### config.mk
export PLATFORM = sky130hd
export DESIGN_NAME = median_rate_of_rise_fire_alarm_core_flat
export DESIGN_NICKNAME = d
export VERILOG_FILES = /design/src/hdl/mrrfa_pkg.sv /design/src/hdl/mrrfa_if.sv /design/src/hdl/median_rate_of_rise_fire_alarm_core.sv /design/src/flat_wrapper.sv
export SDC_FILE = /design/constraint.sdc
export NUM_CORES = 1
export LEC_CHECK = 0
export ABC_AREA = 1
export ABC_CLOCK_PERIOD_IN_PS = 12300
export BUFFER_PORTS_ARGS = -buffer_cell sky130_fd_sc_hd__buf_2
export CAP_MARGIN = 20
export CORE_AREA = 2 2 245 295
export CTS_BUF_LIST = sky130_fd_sc_hd__clkbuf_8 sky130_fd_sc_hd__clkbuf_16
export DETAILED_ROUTE_END_ITERATION = 6
export DIE_AREA = 0 0 247 297
export PLACE_DENSITY_LB_ADDON = 0.08
export SYNTH_ARGS = -nofsm -noshare
export SYNTH_HDL_FRONTEND = slang
export SYNTH_SLANG_ARGS = --single-unit
### constraint.sdc
create_clock -name clk -period 12.3 [get_ports clk]
set_input_delay 1.23 -clock clk [delete_from_list [all_inputs] [get_ports clk]]
set_output_delay 1.23 -clock clk [all_outputs]
set_load 0.05 [all_outputs]
### src/hdl/mrrfa_pkg.sv
// mrrfa_pkg: shared widths, reset values and register indexes for the
// median rate-of-rise fire alarm core. No dependencies.
`default_nettype none

package mrrfa_pkg;

    localparam int SAMPLE_W = 16;
    localparam int RISE_W   = 15;
    localparam int CNT_W    = 5;
    localparam int CFG_IDX_W  = 2;
    localparam int CFG_DATA_W = 16;

    localparam int MEDIAN_TAPS_DEF  = 5;
    localparam int WINDOW_DEPTH_DEF = 30;

    // recount of high flags after a threshold change, in groups of this size
    localparam int GROUP_SIZE = 8;
    localparam int GROUP_W    = 4;

    localparam logic [RISE_W-1:0]          RISE_THR_RST = RISE_W'(8);
    localparam logic signed [SAMPLE_W-1:0] HIGH_THR_RST = SAMPLE_W'(58);
    localparam logic [CNT_W-1:0]           HIGH_CNT_RST = CNT_W'(27);

    typedef enum logic [CFG_IDX_W-1:0] {
        REG_RISE_THR = 2'd0,
        REG_HIGH_THR = 2'd1,
        REG_HIGH_CNT = 2'd2
    } cfg_idx_t;

endpackage : mrrfa_pkg

`default_nettype wire

### src/hdl/mrrfa_if.sv
// mrrfa_if: valid/ready channel interfaces for samples and results.
// Depends on mrrfa_pkg for field widths.
`default_nettype none

interface mrrfa_in_if;
    logic                                  valid;
    logic                                  ready;
    logic signed [mrrfa_pkg::SAMPLE_W-1:0] sample;

    modport source (output valid, output sample, input ready);
    modport sink   (input valid, input sample, output ready);
endinterface : mrrfa_in_if

interface mrrfa_out_if;
    logic                                  valid;
    logic                                  ready;
    logic                                  alarm;
    logic signed [mrrfa_pkg::SAMPLE_W-1:0] smoothed;
    logic                                  smoothed_valid;
    logic                                  rise_trip;
    logic                                  high_trip;

    modport source (output valid, output alarm, output smoothed, output smoothed_valid,
                    output rise_trip, output high_trip, input ready);
    modport sink   (input valid, input alarm, input smoothed, input smoothed_valid,
                    input rise_trip, input high_trip, output ready);
endinterface : mrrfa_out_if

`default_nettype wire

### src/hdl/median_rate_of_rise_fire_alarm_core.sv
// Median-filtered rate-of-rise fire alarm core (top level).
// Depends on mrrfa_pkg and the channel interfaces in mrrfa_if.sv.
// Usage:
//   in_ch  carries one signed temperature sample per transfer.
//   out_ch carries one result per sample: latched alarm, the median of the
//          last MEDIAN_TAPS samples (with its valid flag) and the two trip
//          flags. Results come out in sample order, one per sample.
//   cfg_*  writes rise_threshold (0), high_threshold (1) and
//          high_count_needed (2); other indexes are ignored. Write only while
//          no sample is in flight.
// out_ch.valid rises once the sample has passed the input register and then,
// through median sort, window shift and trip compares, the result register.
// One sample per cycle is sustained while out_ch is ready and no recount runs.
// A write of high_threshold re-evaluates every window entry against the new
// level and recounts them in states RC_GROUP and RC_TOTAL, with in_ch.ready low.
// Reset clears the fill counts, high count, alarm and pipeline valids and
// loads the register defaults (8, 58, 27).
// When out_ch stalls, the result register holds and the input register
// fills, so in_ch.ready drops one sample later. Once the alarm is latched,
// samples are consumed without changing state until reset.
`default_nettype none

module median_rate_of_rise_fire_alarm_core #(
    parameter int MEDIAN_TAPS  = mrrfa_pkg::MEDIAN_TAPS_DEF,
    parameter int WINDOW_DEPTH = mrrfa_pkg::WINDOW_DEPTH_DEF
) (
    input  wire logic                               clk,
    input  wire logic                               rst_n,
    mrrfa_in_if.sink                                in_ch,
    mrrfa_out_if.source                             out_ch,
    input  wire logic                               cfg_wr_en,
    input  wire logic [mrrfa_pkg::CFG_IDX_W-1:0]    cfg_index,
    input  wire logic [mrrfa_pkg::CFG_DATA_W-1:0]   cfg_wdata
);

    localparam int SW       = mrrfa_pkg::SAMPLE_W;
    localparam int RFILL_W  = $clog2(MEDIAN_TAPS + 1);
    localparam int RANK_W   = $clog2(MEDIAN_TAPS);
    localparam int WFILL_W  = $clog2(WINDOW_DEPTH + 1);
    localparam int TALLY_W  = $clog2(WINDOW_DEPTH + 1);
    localparam int CMP_W    = (TALLY_W > mrrfa_pkg::CNT_W) ? TALLY_W : mrrfa_pkg::CNT_W;
    localparam int NGRP     = (WINDOW_DEPTH + mrrfa_pkg::GROUP_SIZE - 1) / mrrfa_pkg::GROUP_SIZE;
    localparam int GW       = mrrfa_pkg::GROUP_W;
    localparam logic [RANK_W-1:0]  MID_RANK  = RANK_W'((MEDIAN_TAPS - 1) / 2);
    localparam logic [RFILL_W-1:0] TAPS_FULL = RFILL_W'(MEDIAN_TAPS);
    localparam logic [WFILL_W-1:0] WIN_FULL  = WFILL_W'(WINDOW_DEPTH);

    typedef enum logic [2:0] {
        RC_IDLE  = 3'b001,
        RC_GROUP = 3'b010,
        RC_TOTAL = 3'b100
    } rc_state_t;

    // configuration
    logic [mrrfa_pkg::RISE_W-1:0]  rise_thr_reg;
    logic signed [SW-1:0]          high_thr_reg;
    logic [mrrfa_pkg::CNT_W-1:0]   high_cnt_reg;

    // input stage
    logic                 s1_valid_reg, s1_valid_next;
    logic signed [SW-1:0] sample_reg;

    // detector state
    logic signed [SW-1:0]  raw_reg [MEDIAN_TAPS];
    logic [RFILL_W-1:0]    raw_fill_reg, raw_fill_next;
    logic signed [SW-1:0]  win_reg [WINDOW_DEPTH];
    logic [WFILL_W-1:0]    win_fill_reg, win_fill_next;
    logic [WINDOW_DEPTH-1:0] flags_reg, flags_next;
    logic [TALLY_W-1:0]    tally_reg, tally_next;
    logic                  alarm_reg, alarm_next;
    rc_state_t             rc_state_reg, rc_state_next;
    logic [GW-1:0]         grp_cnt_reg [NGRP];

    // result stage
    logic                 out_valid_reg, out_valid_next;
    logic                 out_alarm_reg;
    logic signed [SW-1:0] out_smoothed_reg;
    logic                 out_smoothed_valid_reg;
    logic                 out_rise_reg;
    logic                 out_high_reg;

    // datapath
    logic signed [SW-1:0]  cand [MEDIAN_TAPS];
    logic [RANK_W-1:0]     rank [MEDIAN_TAPS];
    logic signed [SW-1:0]  med;
    logic                  med_valid;
    logic                  new_flag;
    logic                  win_full;
    logic signed [SW:0]    rise_diff;
    logic                  rise_hit;
    logic                  high_hit;
    logic                  step_alarm;
    logic [WINDOW_DEPTH-1:0] flags_recalc;
    logic [TALLY_W-1:0]    grp_total;

    logic rc_idle;
    logic adv;
    logic in_xfer;
    logic thr_write;

    assign rc_idle   = (rc_state_reg == RC_IDLE);
    assign adv       = s1_valid_reg && (!out_valid_reg || out_ch.ready) && rc_idle;
    assign in_ch.ready = rc_idle && (!s1_valid_reg || adv);
    assign in_xfer   = in_ch.valid && in_ch.ready;
    assign thr_write = cfg_wr_en && (cfg_index == mrrfa_pkg::REG_HIGH_THR);

    // raw taps after this sample shifts in
    always_comb
    begin
        for (int k = 0; k < MEDIAN_TAPS - 1; k++)
        begin
            cand[k] = raw_reg[k + 1];
        end
        cand[MEDIAN_TAPS - 1] = sample_reg;
    end

    // rank selection: ties broken by position, so ranks are a permutation
    always_comb
    begin
        for (int i = 0; i < MEDIAN_TAPS; i++)
        begin
            rank[i] = '0;
            for (int j = 0; j < MEDIAN_TAPS; j++)
            begin
                if ((cand[j] < cand[i]) || ((j < i) && (cand[j] == cand[i])))
                begin
                    rank[i] = rank[i] + RANK_W'(1);
                end
            end
        end
        med = '0;
        for (int i = 0; i < MEDIAN_TAPS; i++)
        begin
            if (rank[i] == MID_RANK)
            begin
                med = med | cand[i];
            end
        end
    end

    always_comb
    begin
        raw_fill_next = (raw_fill_reg == TAPS_FULL) ? raw_fill_reg
                                                    : raw_fill_reg + RFILL_W'(1);
        med_valid  = (raw_fill_next == TAPS_FULL);
        new_flag   = (med >= high_thr_reg);
        if (med_valid)
        begin
            win_fill_next = (win_fill_reg == WIN_FULL) ? win_fill_reg
                                                       : win_fill_reg + WFILL_W'(1);
            tally_next    = tally_reg + TALLY_W'(new_flag) - TALLY_W'(flags_reg[0]);
        end
        else
        begin
            win_fill_next = win_fill_reg;
            tally_next    = tally_reg;
        end
        win_full   = (win_fill_next == WIN_FULL);
        // after the shift the oldest entry is the current second-oldest
        rise_diff  = {med[SW-1], med} - {win_reg[1][SW-1], win_reg[1]};
        rise_hit   = win_full && (rise_diff >= $signed({2'b00, rise_thr_reg}));
        high_hit   = win_full && (CMP_W'(tally_next) >= CMP_W'(high_cnt_reg));
        step_alarm = rise_hit || high_hit;
    end

    // re-evaluate each occupied entry against a newly written level
    always_comb
    begin
        for (int i = 0; i < WINDOW_DEPTH; i++)
        begin
            flags_recalc[i] = (win_reg[i] >= $signed(cfg_wdata[SW-1:0]))
                           && (WFILL_W'(WINDOW_DEPTH - i) <= win_fill_reg);
        end
    end

    always_comb
    begin
        grp_total = '0;
        for (int g = 0; g < NGRP; g++)
        begin
            grp_total = grp_total + TALLY_W'(grp_cnt_reg[g]);
        end
    end

    function automatic logic [GW-1:0] group_count(input int g);
        logic [GW-1:0] n;
        n = '0;
        for (int b = 0; b < mrrfa_pkg::GROUP_SIZE; b++)
        begin
            if (g * mrrfa_pkg::GROUP_SIZE + b < WINDOW_DEPTH)
            begin
                n = n + GW'(flags_reg[g * mrrfa_pkg::GROUP_SIZE + b]);
            end
        end
        return n;
    endfunction

    always_comb
    begin
        s1_valid_next  = in_xfer ? 1'b1 : (adv ? 1'b0 : s1_valid_reg);
        out_valid_next = adv ? 1'b1 : (out_ch.ready ? 1'b0 : out_valid_reg);
        alarm_next     = alarm_reg;
        flags_next     = flags_reg;
        rc_state_next  = rc_state_reg;
        if (adv && !alarm_reg)
        begin
            alarm_next = step_alarm;
            if (med_valid)
            begin
                flags_next = {new_flag, flags_reg[WINDOW_DEPTH-1:1]};
            end
        end
        if (thr_write)
        begin
            flags_next = flags_recalc;
        end
        case (rc_state_reg)
            RC_IDLE:  rc_state_next = thr_write ? RC_GROUP : RC_IDLE;
            RC_GROUP: rc_state_next = RC_TOTAL;
            RC_TOTAL: rc_state_next = RC_IDLE;
            default:  rc_state_next = RC_IDLE;
        endcase
    end

    always_ff @(posedge clk or negedge rst_n)
    begin
        if (!rst_n)
        begin
            rise_thr_reg  <= mrrfa_pkg::RISE_THR_RST;
            high_thr_reg  <= mrrfa_pkg::HIGH_THR_RST;
            high_cnt_reg  <= mrrfa_pkg::HIGH_CNT_RST;
            s1_valid_reg  <= 1'b0;
            out_valid_reg <= 1'b0;
            raw_fill_reg  <= '0;
            win_fill_reg  <= '0;
            flags_reg     <= '0;
            tally_reg     <= '0;
            alarm_reg     <= 1'b0;
            rc_state_reg  <= RC_IDLE;
        end
        else
        begin
            s1_valid_reg  <= s1_valid_next;
            out_valid_reg <= out_valid_next;
            alarm_reg     <= alarm_next;
            flags_reg     <= flags_next;
            rc_state_reg  <= rc_state_next;
            if (cfg_wr_en)
            begin
                case (cfg_index)
                    mrrfa_pkg::REG_RISE_THR: rise_thr_reg <= cfg_wdata[mrrfa_pkg::RISE_W-1:0];
                    mrrfa_pkg::REG_HIGH_THR: high_thr_reg <= $signed(cfg_wdata[SW-1:0]);
                    mrrfa_pkg::REG_HIGH_CNT: high_cnt_reg <= cfg_wdata[mrrfa_pkg::CNT_W-1:0];
                    default: ;
                endcase
            end
            if (adv && !alarm_reg)
            begin
                raw_fill_reg <= raw_fill_next;
                win_fill_reg <= win_fill_next;
                tally_reg    <= tally_next;
            end
            else if (rc_state_reg == RC_TOTAL)
            begin
                tally_reg <= grp_total;
            end
        end
    end

    // payload registers, no reset
    always_ff @(posedge clk)
    begin
        if (in_xfer)
        begin
            sample_reg <= in_ch.sample;
        end
        if (adv && !alarm_reg)
        begin
            for (int k = 0; k < MEDIAN_TAPS; k++)
            begin
                raw_reg[k] <= cand[k];
            end
            if (med_valid)
            begin
                for (int k = 0; k < WINDOW_DEPTH - 1; k++)
                begin
                    win_reg[k] <= win_reg[k + 1];
                end
                win_reg[WINDOW_DEPTH - 1] <= med;
            end
        end
        if (rc_state_reg == RC_GROUP)
        begin
            for (int g = 0; g < NGRP; g++)
            begin
                grp_cnt_reg[g] <= group_count(g);
            end
        end
        if (adv)
        begin
            if (alarm_reg)
            begin
                out_alarm_reg          <= 1'b1;
                out_smoothed_reg       <= '0;
                out_smoothed_valid_reg <= 1'b0;
                out_rise_reg           <= 1'b0;
                out_high_reg           <= 1'b0;
            end
            else
            begin
                out_alarm_reg          <= step_alarm;
                out_smoothed_reg       <= med_valid ? med : '0;
                out_smoothed_valid_reg <= med_valid;
                out_rise_reg           <= rise_hit;
                out_high_reg           <= high_hit;
            end
        end
    end

    assign out_ch.valid          = out_valid_reg;
    assign out_ch.alarm          = out_alarm_reg;
    assign out_ch.smoothed       = out_smoothed_reg;
    assign out_ch.smoothed_valid = out_smoothed_valid_reg;
    assign out_ch.rise_trip      = out_rise_reg;
    assign out_ch.high_trip      = out_high_reg;

endmodule : median_rate_of_rise_fire_alarm_core

`default_nettype wire

### src/flat_wrapper.sv
// flat-port wrapper written by rule: the top's interface ports become plain ports
module median_rate_of_rise_fire_alarm_core_flat 
#(
    parameter int MEDIAN_TAPS  = mrrfa_pkg::MEDIAN_TAPS_DEF,
    parameter int WINDOW_DEPTH = mrrfa_pkg::WINDOW_DEPTH_DEF
)
  (clk, rst_n, cfg_wr_en, cfg_index, cfg_wdata, in_ch_valid, in_ch_sample, in_ch_ready, out_ch_valid, out_ch_alarm, out_ch_smoothed, out_ch_smoothed_valid, out_ch_rise_trip, out_ch_high_trip, out_ch_ready);
  mrrfa_in_if in_ch_i ();
  mrrfa_out_if out_ch_i ();
  input  wire logic clk;
  input  wire logic rst_n;
  input  wire logic cfg_wr_en;
  input  wire logic [mrrfa_pkg::CFG_IDX_W-1:0] cfg_index;
  input  wire logic [mrrfa_pkg::CFG_DATA_W-1:0] cfg_wdata;
  input wire logic [$bits(in_ch_i.valid)-1:0] in_ch_valid;
  input wire logic [$bits(in_ch_i.sample)-1:0] in_ch_sample;
  output wire logic [$bits(in_ch_i.ready)-1:0] in_ch_ready;
  output wire logic [$bits(out_ch_i.valid)-1:0] out_ch_valid;
  output wire logic [$bits(out_ch_i.alarm)-1:0] out_ch_alarm;
  output wire logic [$bits(out_ch_i.smoothed)-1:0] out_ch_smoothed;
  output wire logic [$bits(out_ch_i.smoothed_valid)-1:0] out_ch_smoothed_valid;
  output wire logic [$bits(out_ch_i.rise_trip)-1:0] out_ch_rise_trip;
  output wire logic [$bits(out_ch_i.high_trip)-1:0] out_ch_high_trip;
  input wire logic [$bits(out_ch_i.ready)-1:0] out_ch_ready;
  assign in_ch_i.valid = in_ch_valid;
  assign in_ch_i.sample = in_ch_sample;
  assign in_ch_ready = in_ch_i.ready;
  assign out_ch_valid = out_ch_i.valid;
  assign out_ch_alarm = out_ch_i.alarm;
  assign out_ch_smoothed = out_ch_i.smoothed;
  assign out_ch_smoothed_valid = out_ch_i.smoothed_valid;
  assign out_ch_rise_trip = out_ch_i.rise_trip;
  assign out_ch_high_trip = out_ch_i.high_trip;
  assign out_ch_i.ready = out_ch_ready;
  median_rate_of_rise_fire_alarm_core #(.MEDIAN_TAPS(MEDIAN_TAPS), .WINDOW_DEPTH(WINDOW_DEPTH)) u_core (.clk(clk), .rst_n(rst_n), .in_ch(in_ch_i), .out_ch(out_ch_i), .cfg_wr_en(cfg_wr_en), .cfg_index(cfg_index), .cfg_wdata(cfg_wdata));
endmodule
==> run metrics, run 1 <==
reg2reg start=u_core.raw_reg[0][51]$_DFFE_PP_; # setup viols final=0; Hold Path Stages=0; Skew-Pair Late Insertion Delay=0.64 ns; Synth Instances=3956; data required time of the critical path=12.68 ns; GRT Residual Overflow=0; detailed placement HPWL=76.3 mm; Max-cap violations=0; Seq/Total Area, Yosys=0.477; RR Endpoint=u_core.out_ch.alarm$_SDFFCE_PP1P_; largest net degree at the start of global routing=189; total number of vias=29.3k; critical path capture point type=flip-flop; max reg flops=480; routed len/inst=20.8 um; global-route wire length before repair=164 mm; minimum clock period=7.87 ns; largest family of logic cells by synthesized area=adder cells; Achievable Freq=0.127 GHz; Post-route DRC=0; CTS tree=done; max_slew headroom=0.287; synthesized area=42000 um^2; # resized after CTS=0; hold buffers post-CTS=0; critical path class=flip-flop to flip-flop; antenna violations before repair=0; H-Tree Depth=3; total core area=70600 um^2; drt via density=5.79; Rows=107; syn nets=4777; post-synthesis adder-cell area fraction=0.236; post-CTS setup buffers=0; most frequently used flop master after synthesis=edfxtp_1; min-delay worst type=flip-flop to flip-flop; Slowest-stage cell, CP=xor2_4; Worst R2R Path Depth=47; share of cells above drive strength 1=0.0823; Post-DRT Antenna Nets=0; CTS Buffer Depth=3; IO Pins=61; FFs w/ async S/R, synth=0.125; CTS Buf Count=74; Clock Root Buffer=clkbuf_16; Avg Inst Size Synth=10.6 um^2; Tcrit/Tclk final=0.640; skew final=0.0297 ns; clk sinks=681; area delta synth->final=9.46%; crit start category=flip-flop; max-slew violations=0; HP Start=u_core.win_reg[1][41]$_DFFE_PP_; crit path DAT=8.25 ns; CP max stage delay=0.54 ns; fillers=5571; Yosys cell types=66; Ys Warns=0; setup TNS=0 ns; most frequent CP cell=inv_1; Post-synth EDFFs=596; CTS clk-pin slew, worst paths=0.06 ns; hold endpoint=u_core.win_reg[1][25]$_DFFE_PP_; n_diodes=0; post-synthesis compound-gate area fraction=0.0856; vias in the first global route=29.6k; status=finished clean; synthesis-stage register bit count=681; r2r setup slk=4.43 ns; Die Ht=297 um; IO buf count=60; multiplexer area fraction after synthesis=0; gr usage total=0.292; Placer Congestion=0.949; Pre-Repair DR Iteration Count=6; actual slew at the worst max-slew pin=1.06 ns; Simple-Gate Fraction of Synth Area=0.144; XOR/XNOR Fraction of Synth Area=0.0115; fin nets=4906; RSZ-0062 raised after global routing=no; Final Hold Fails=0; Initial Utilization=0.595; routed wire length=105 mm; width of the die=247 um; Crit Path Max Fanout=16; DIE AREA=73400 um^2; DR iter-0 viols=2024
stage by stage:
step	hold slack (ns)	area [um^2]	worst slack, ns	cells	util
global route	0.456	46000	3.69	5070	0.652
detailed placement	0.434	43500	4.45	4935	0.617
floorplan	0.426	42000	2.01	3956	-
finish	0.448	46000	4.43	5070	0.652
CTS	0.439	46000	4.44	5070	0.652
global placement	0.431	43500	4.59	4935	0.617
cells by family (layout without fill, tap and decap cells):
kind of cell             after synthesis  in the layout
AND/OR/NAND/NOR                     1309           1309
AO/OA/AOI/OAI                        638            638
XOR/XNOR                              53             53
buffers and inverters                493            681
adder cells (fa/ha/maj)              782            782
flip-flops                           681            681
synth_stat cells, types with 3 or more instances:
| master | number | area share |
|---|---|---|
| dfrtp_1 | 75 | 0.045 |
| inv_2 | 13 | 0.0012 |
| nand4_1 | 82 | 0.012 |
| buf_2 | 6 | 0.00071 |
| o221ai_1 | 18 | 0.0038 |
| a221oi_1 | 3 | 0.00063 |
| or2_2 | 17 | 0.0025 |
| nor2_2 | 19 | 0.0028 |
| fa_1 | 18 | 0.0086 |
| xor2_1 | 36 | 0.0075 |
| nor4_1 | 9 | 0.0013 |
| nor2_4 | 6 | 0.0016 |
| nand2_1 | 595 | 0.053 |
| nor2_1 | 251 | 0.022 |
| edfxtp_1 | 596 | 0.43 |
| clkbuf_1 | 16 | 0.0014 |
| o22ai_1 | 3 | 0.00045 |
| nand3_2 | 25 | 0.0060 |
| a21o_1 | 15 | 0.0027 |
| o21ai_0 | 173 | 0.021 |
| o31ai_1 | 3 | 0.00054 |
| inv_1 | 443 | 0.040 |
| buf_6 | 5 | 0.0013 |
| xnor2_1 | 16 | 0.0033 |
| nor3_2 | 3 | 0.00071 |
| nand3_1 | 198 | 0.024 |
| ha_1 | 764 | 0.23 |
| nand2_2 | 22 | 0.0033 |
| o21bai_1 | 12 | 0.0021 |
| a31oi_1 | 13 | 0.0019 |
| nand2_4 | 8 | 0.0021 |
| a211oi_1 | 8 | 0.0014 |
| o211ai_1 | 22 | 0.0039 |
| o21a_1 | 32 | 0.0057 |
| a21oi_1 | 319 | 0.038 |
| dfstp_2 | 10 | 0.0063 |
| o221a_2 | 3 | 0.00080 |
| nor3_1 | 48 | 0.0057 |
| nand3_4 | 4 | 0.0017 |
| nand3b_1 | 16 | 0.0029 |
placed cells by master (no fill, tap or decap), drive strengths merged, types with 6 or more instances in the layout:
master / Yosys / routed
inv: 457 / 468
nor4: 9 / 9
a211oi: 8 / 8
o21bai: 12 / 12
nand3: 227 / 227
o211ai: 22 / 22
xnor2: 16 / 16
edfxtp: 596 / 596
dfrtp: 75 / 75
xor2: 37 / 37
or2: 18 / 18
a21oi: 322 / 322
o21a: 32 / 32
o21ai: 175 / 175
nand3b: 16 / 16
dfstp: 10 / 10
bufinv: 0 / 6
nor3: 51 / 51
ha: 764 / 764
clkbuf: 18 / 83
o221ai: 18 / 18
a31oi: 13 / 13
clkinvlp: 0 / 6
nand2: 625 / 625
a21o: 15 / 15
nor2: 276 / 276
buf: 15 / 87
nand4: 84 / 84
fa: 18 / 18
clkinv: 2 / 31
layout make-up:
type | instances | area [um^2] | share of cell area
tap | 926 | 1160 | 0.0252
clock buffer | 83 | 2020 | 0.0440
timing repair buffer | 87 | 531 | 0.0115
clock inverter | 52 | 447 | 0.00972
multi-input combinational | 2782 | 20100 | 0.436
sequential | 681 | 20000 | 0.436
inverter | 459 | 1730 | 0.0375
per-layer routing:
metal | track usage | vias up | wire, um
met4 | 0.140 | 0 | 5390
met1 | 0.343 | 14100 | 42000
li1 | - | 14400 | -
met2 | 0.529 | 695 | 54000
met5 | 0 | - | 0
met3 | 0.0310 | 223 | 3990
critical path, delay by kind of cell, from the launching register on:
family / cells / cell delay [ns]
simple gates: 16 / 1.77
buf+inv: 10 / 0.63
flops: 1 / 0.51
compound gates: 12 / 1.96
fa+ha+maj: 7 / 2.04
xor+xnor: 2 / 0.69
worst max-delay path by stage:
stage                                                from                           endpoint  slack (ns)  cells past startpoint
after floorplan                              out_ch_ready    u_core.flags_reg[0]$_DFFE_PN0P_        2.01                      9
after global placement    u_core.sample_reg[10]$_DFFE_PP_  u_core.out_ch.alarm$_SDFFCE_PP1P_        4.59                     45
after detailed placement  u_core.sample_reg[10]$_DFFE_PP_  u_core.out_ch.alarm$_SDFFCE_PP1P_        4.45                     47
after CTS                 u_core.sample_reg[10]$_DFFE_PP_  u_core.out_ch.alarm$_SDFFCE_PP1P_        4.44                     47
after global routing      u_core.raw_reg[0][33]$_DFFE_PP_  u_core.out_ch.alarm$_SDFFCE_PP1P_        3.69                     51
final                     u_core.raw_reg[0][51]$_DFFE_PP_  u_core.out_ch.alarm$_SDFFCE_PP1P_        4.43                     47
Power of run 1 is left out: the tool's default activity adds up to more than one toggle a clock period on the data nets, which glitch-free logic cannot reach.
==> run 2: changes to the inputs <==
--- a/config.mk
+++ b/config.mk
@@ -6,13 +6,13 @@
 export NUM_CORES = 1
 export LEC_CHECK = 0
 export ABC_AREA = 1
-export ABC_CLOCK_PERIOD_IN_PS = 12300
+export ABC_CLOCK_PERIOD_IN_PS = 7100
 export BUFFER_PORTS_ARGS = -buffer_cell sky130_fd_sc_hd__buf_2
 export CAP_MARGIN = 20
-export CORE_AREA = 2 2 245 295
+export CORE_AREA = 2 2 249 300
 export CTS_BUF_LIST = sky130_fd_sc_hd__clkbuf_8 sky130_fd_sc_hd__clkbuf_16
 export DETAILED_ROUTE_END_ITERATION = 6
-export DIE_AREA = 0 0 247 297
+export DIE_AREA = 0 0 251 302
 export PLACE_DENSITY_LB_ADDON = 0.08
 export SYNTH_ARGS = -nofsm -noshare
 export SYNTH_HDL_FRONTEND = slang
==> constraint.sdc (replaced) <==
create_clock -name clk -period 7.1 [get_ports clk]
set_input_delay 0.71 -clock clk [delete_from_list [all_inputs] [get_ports clk]]
set_output_delay 0.71 -clock clk [all_outputs]
set_load 0.05 [all_outputs]
==> run metrics, run 2 (synthesized netlist as in run 1, its figures left out) <==
status=finished clean; detailed placement HPWL=81.9 mm; H-Tree Depth=3; Crit Path Max Fanout=7; IO Pins=61; CTS Buffer Depth=3; most common cell after layout, fill and taps aside=ha_1; DR iter-0 viols=2018; total number of vias=31.2k; IO buf count=60; largest net degree at the start of global routing=167; minimum clock period=7.04 ns; critical path capture point type=flip-flop; max_slew headroom=0.333; highest-count cells in the layout ignoring fill and taps=728 x ha_1, 596 x edfxtp_1, 559 x nand2_1; Initial Utilization=0.575; worst path buffer plus inverter count=13; CP max stage delay=0.45 ns; area delta synth->final=18.6%; fin nets=5259; Placer Congestion=0.945; skew final=0.0218 ns; Post-route DRC=0; Achievable Freq=0.142 GHz; Die Ht=302 um; critical path's top delay family=simple AND/OR/NAND/NOR gates; min-delay worst type=input port to asynchronous set/reset pin; max reg flops=480; RSZ-0062 raised after global routing=yes; # setup viols final=0; worst setup margin=0.0598 ns; actual slew at the worst max-slew pin=1.00 ns; CTS tree=done; routed len/inst=20.9 um; GRT Residual Overflow=0; drt via density=5.74; global-route wire length before repair=170 mm; data required time of the critical path=7.51 ns; crit start category=flip-flop; Post-Place Worst Slack=-0.479 ns; Clock Root Buffer=clkbuf_16; CTS clk-pin slew, worst paths=0.07 ns; vias in the first global route=31.1k; width of the die=251 um; clk sinks=681; max-slew violations=0; Final Hold Fails=0; CTS Buf Count=75; crit path DAT=7.45 ns; antenna violations before repair=0; Slowest-stage cell, CP=edfxtp_1; Skew-Pair Late Insertion Delay=0.64 ns; total core area=73100 um^2; routed wire length=114 mm; Tcrit/Tclk final=0.992; critical path class=flip-flop to flip-flop; n_diodes=0; final core occ=0.681; DIE AREA=75800 um^2; Rows=109; Max-cap violations=0; Pre-Repair DR Iteration Count=5; Post-DRT Antenna Nets=0; gr usage total=0.295; share of cells above drive strength 1=0.196
[run 2: changes by cell type in the layout (fill, tap and decap cells not counted), moves of 21 or more]
cell,delta
buf_4,+335
ha_1,-36
ha_4,+34
inv_1,-26
inv_2,+35
nand2_1,-36
nand2_2,+26
nand3_1,-21
nor2_1,-21
[run 2: worst register-to-register path, delay by kind of cell (launching register included)]
family                   cells  cell delay (ns)
buffers and inverters       13             1.02
XOR/XNOR                     1             0.15
AO/OA/AOI/OAI                9             1.29
flip-flops                   1             0.45
adder cells (fa/ha/maj)      7             1.65
AND/OR/NAND/NOR             21             2.25
[run 2: through the flow]
stage                     std cells  setup TNS, ns  area (um^2)  hold slack [ns]
after floorplan                3956       -1076.66        42000            0.414
after global placement         5234         -0.983        45700            0.433
after detailed placement       5234          -1.21        45700            0.433
after CTS                      5380              0        48400          0.00527
after global routing           5441         -0.983        49800           0.0478
final                          5441              0        49800           0.0157
[run 2: cell type report]
cell class                      instances  area [um^2]
Tap cell                              943         1180
Timing Repair Buffer                  435         3210
Sequential cell                       681        20000
Clock buffer                           84         2030
Multi-Input combinational cell       2786        21200
Fill cell                            5630        23300
Inverter                              459         1730
Clock inverter                         53          455
[run 2: layer usage]
metal	vias up	GRT usage	wire length, um
li1	15100	-	-
met1	15000	0.335	44100
met2	776	0.536	57700
met3	315	0.0313	4350
met4	0	0.181	7350
met5	-	0	0
[run 2: worst paths after layout]
| check | slack [ns] | depth (start not counted) | endpoint | startpoint |
|---|---|---|---|---|
| worst max-delay path | 0.06 | 51 | u_core.out_ch.alarm$_SDFFCE_PP1P_ | u_core.raw_reg[0][37]$_DFFE_PP_ |
| worst min-delay path | 0.02 | 1 | u_core.flags_reg[9]$_DFFE_PN0P_ | rst_n |
| worst max register to register | 0.06 | 51 | u_core.out_ch.alarm$_SDFFCE_PP1P_ | u_core.raw_reg[0][37]$_DFFE_PP_ |
| worst min register to register | 0.44 | 0 | u_core.win_reg[1][176]$_DFFE_PP_ | u_core.win_reg[1][192]$_DFFE_PP_ |
| max in group asynchronous | 5.95 | 2 | u_core.high_thr_reg[2]$_DFFE_PN0P_ | rst_n |
| min in group clk | 0.23 | 1 | u_core.sample_reg[4]$_DFFE_PP_ | in_ch_sample[4] |
[run 2: what timing repair did]
item                                    CTS  global route
buffers inserted                          8            58
cloned                                    1             3
pin swaps                                10            98
gates resized for setup                  27           220
endpoints found under the setup margin    3             5
hold buffers                              0             0
Power of run 2 is left out for the same reason.
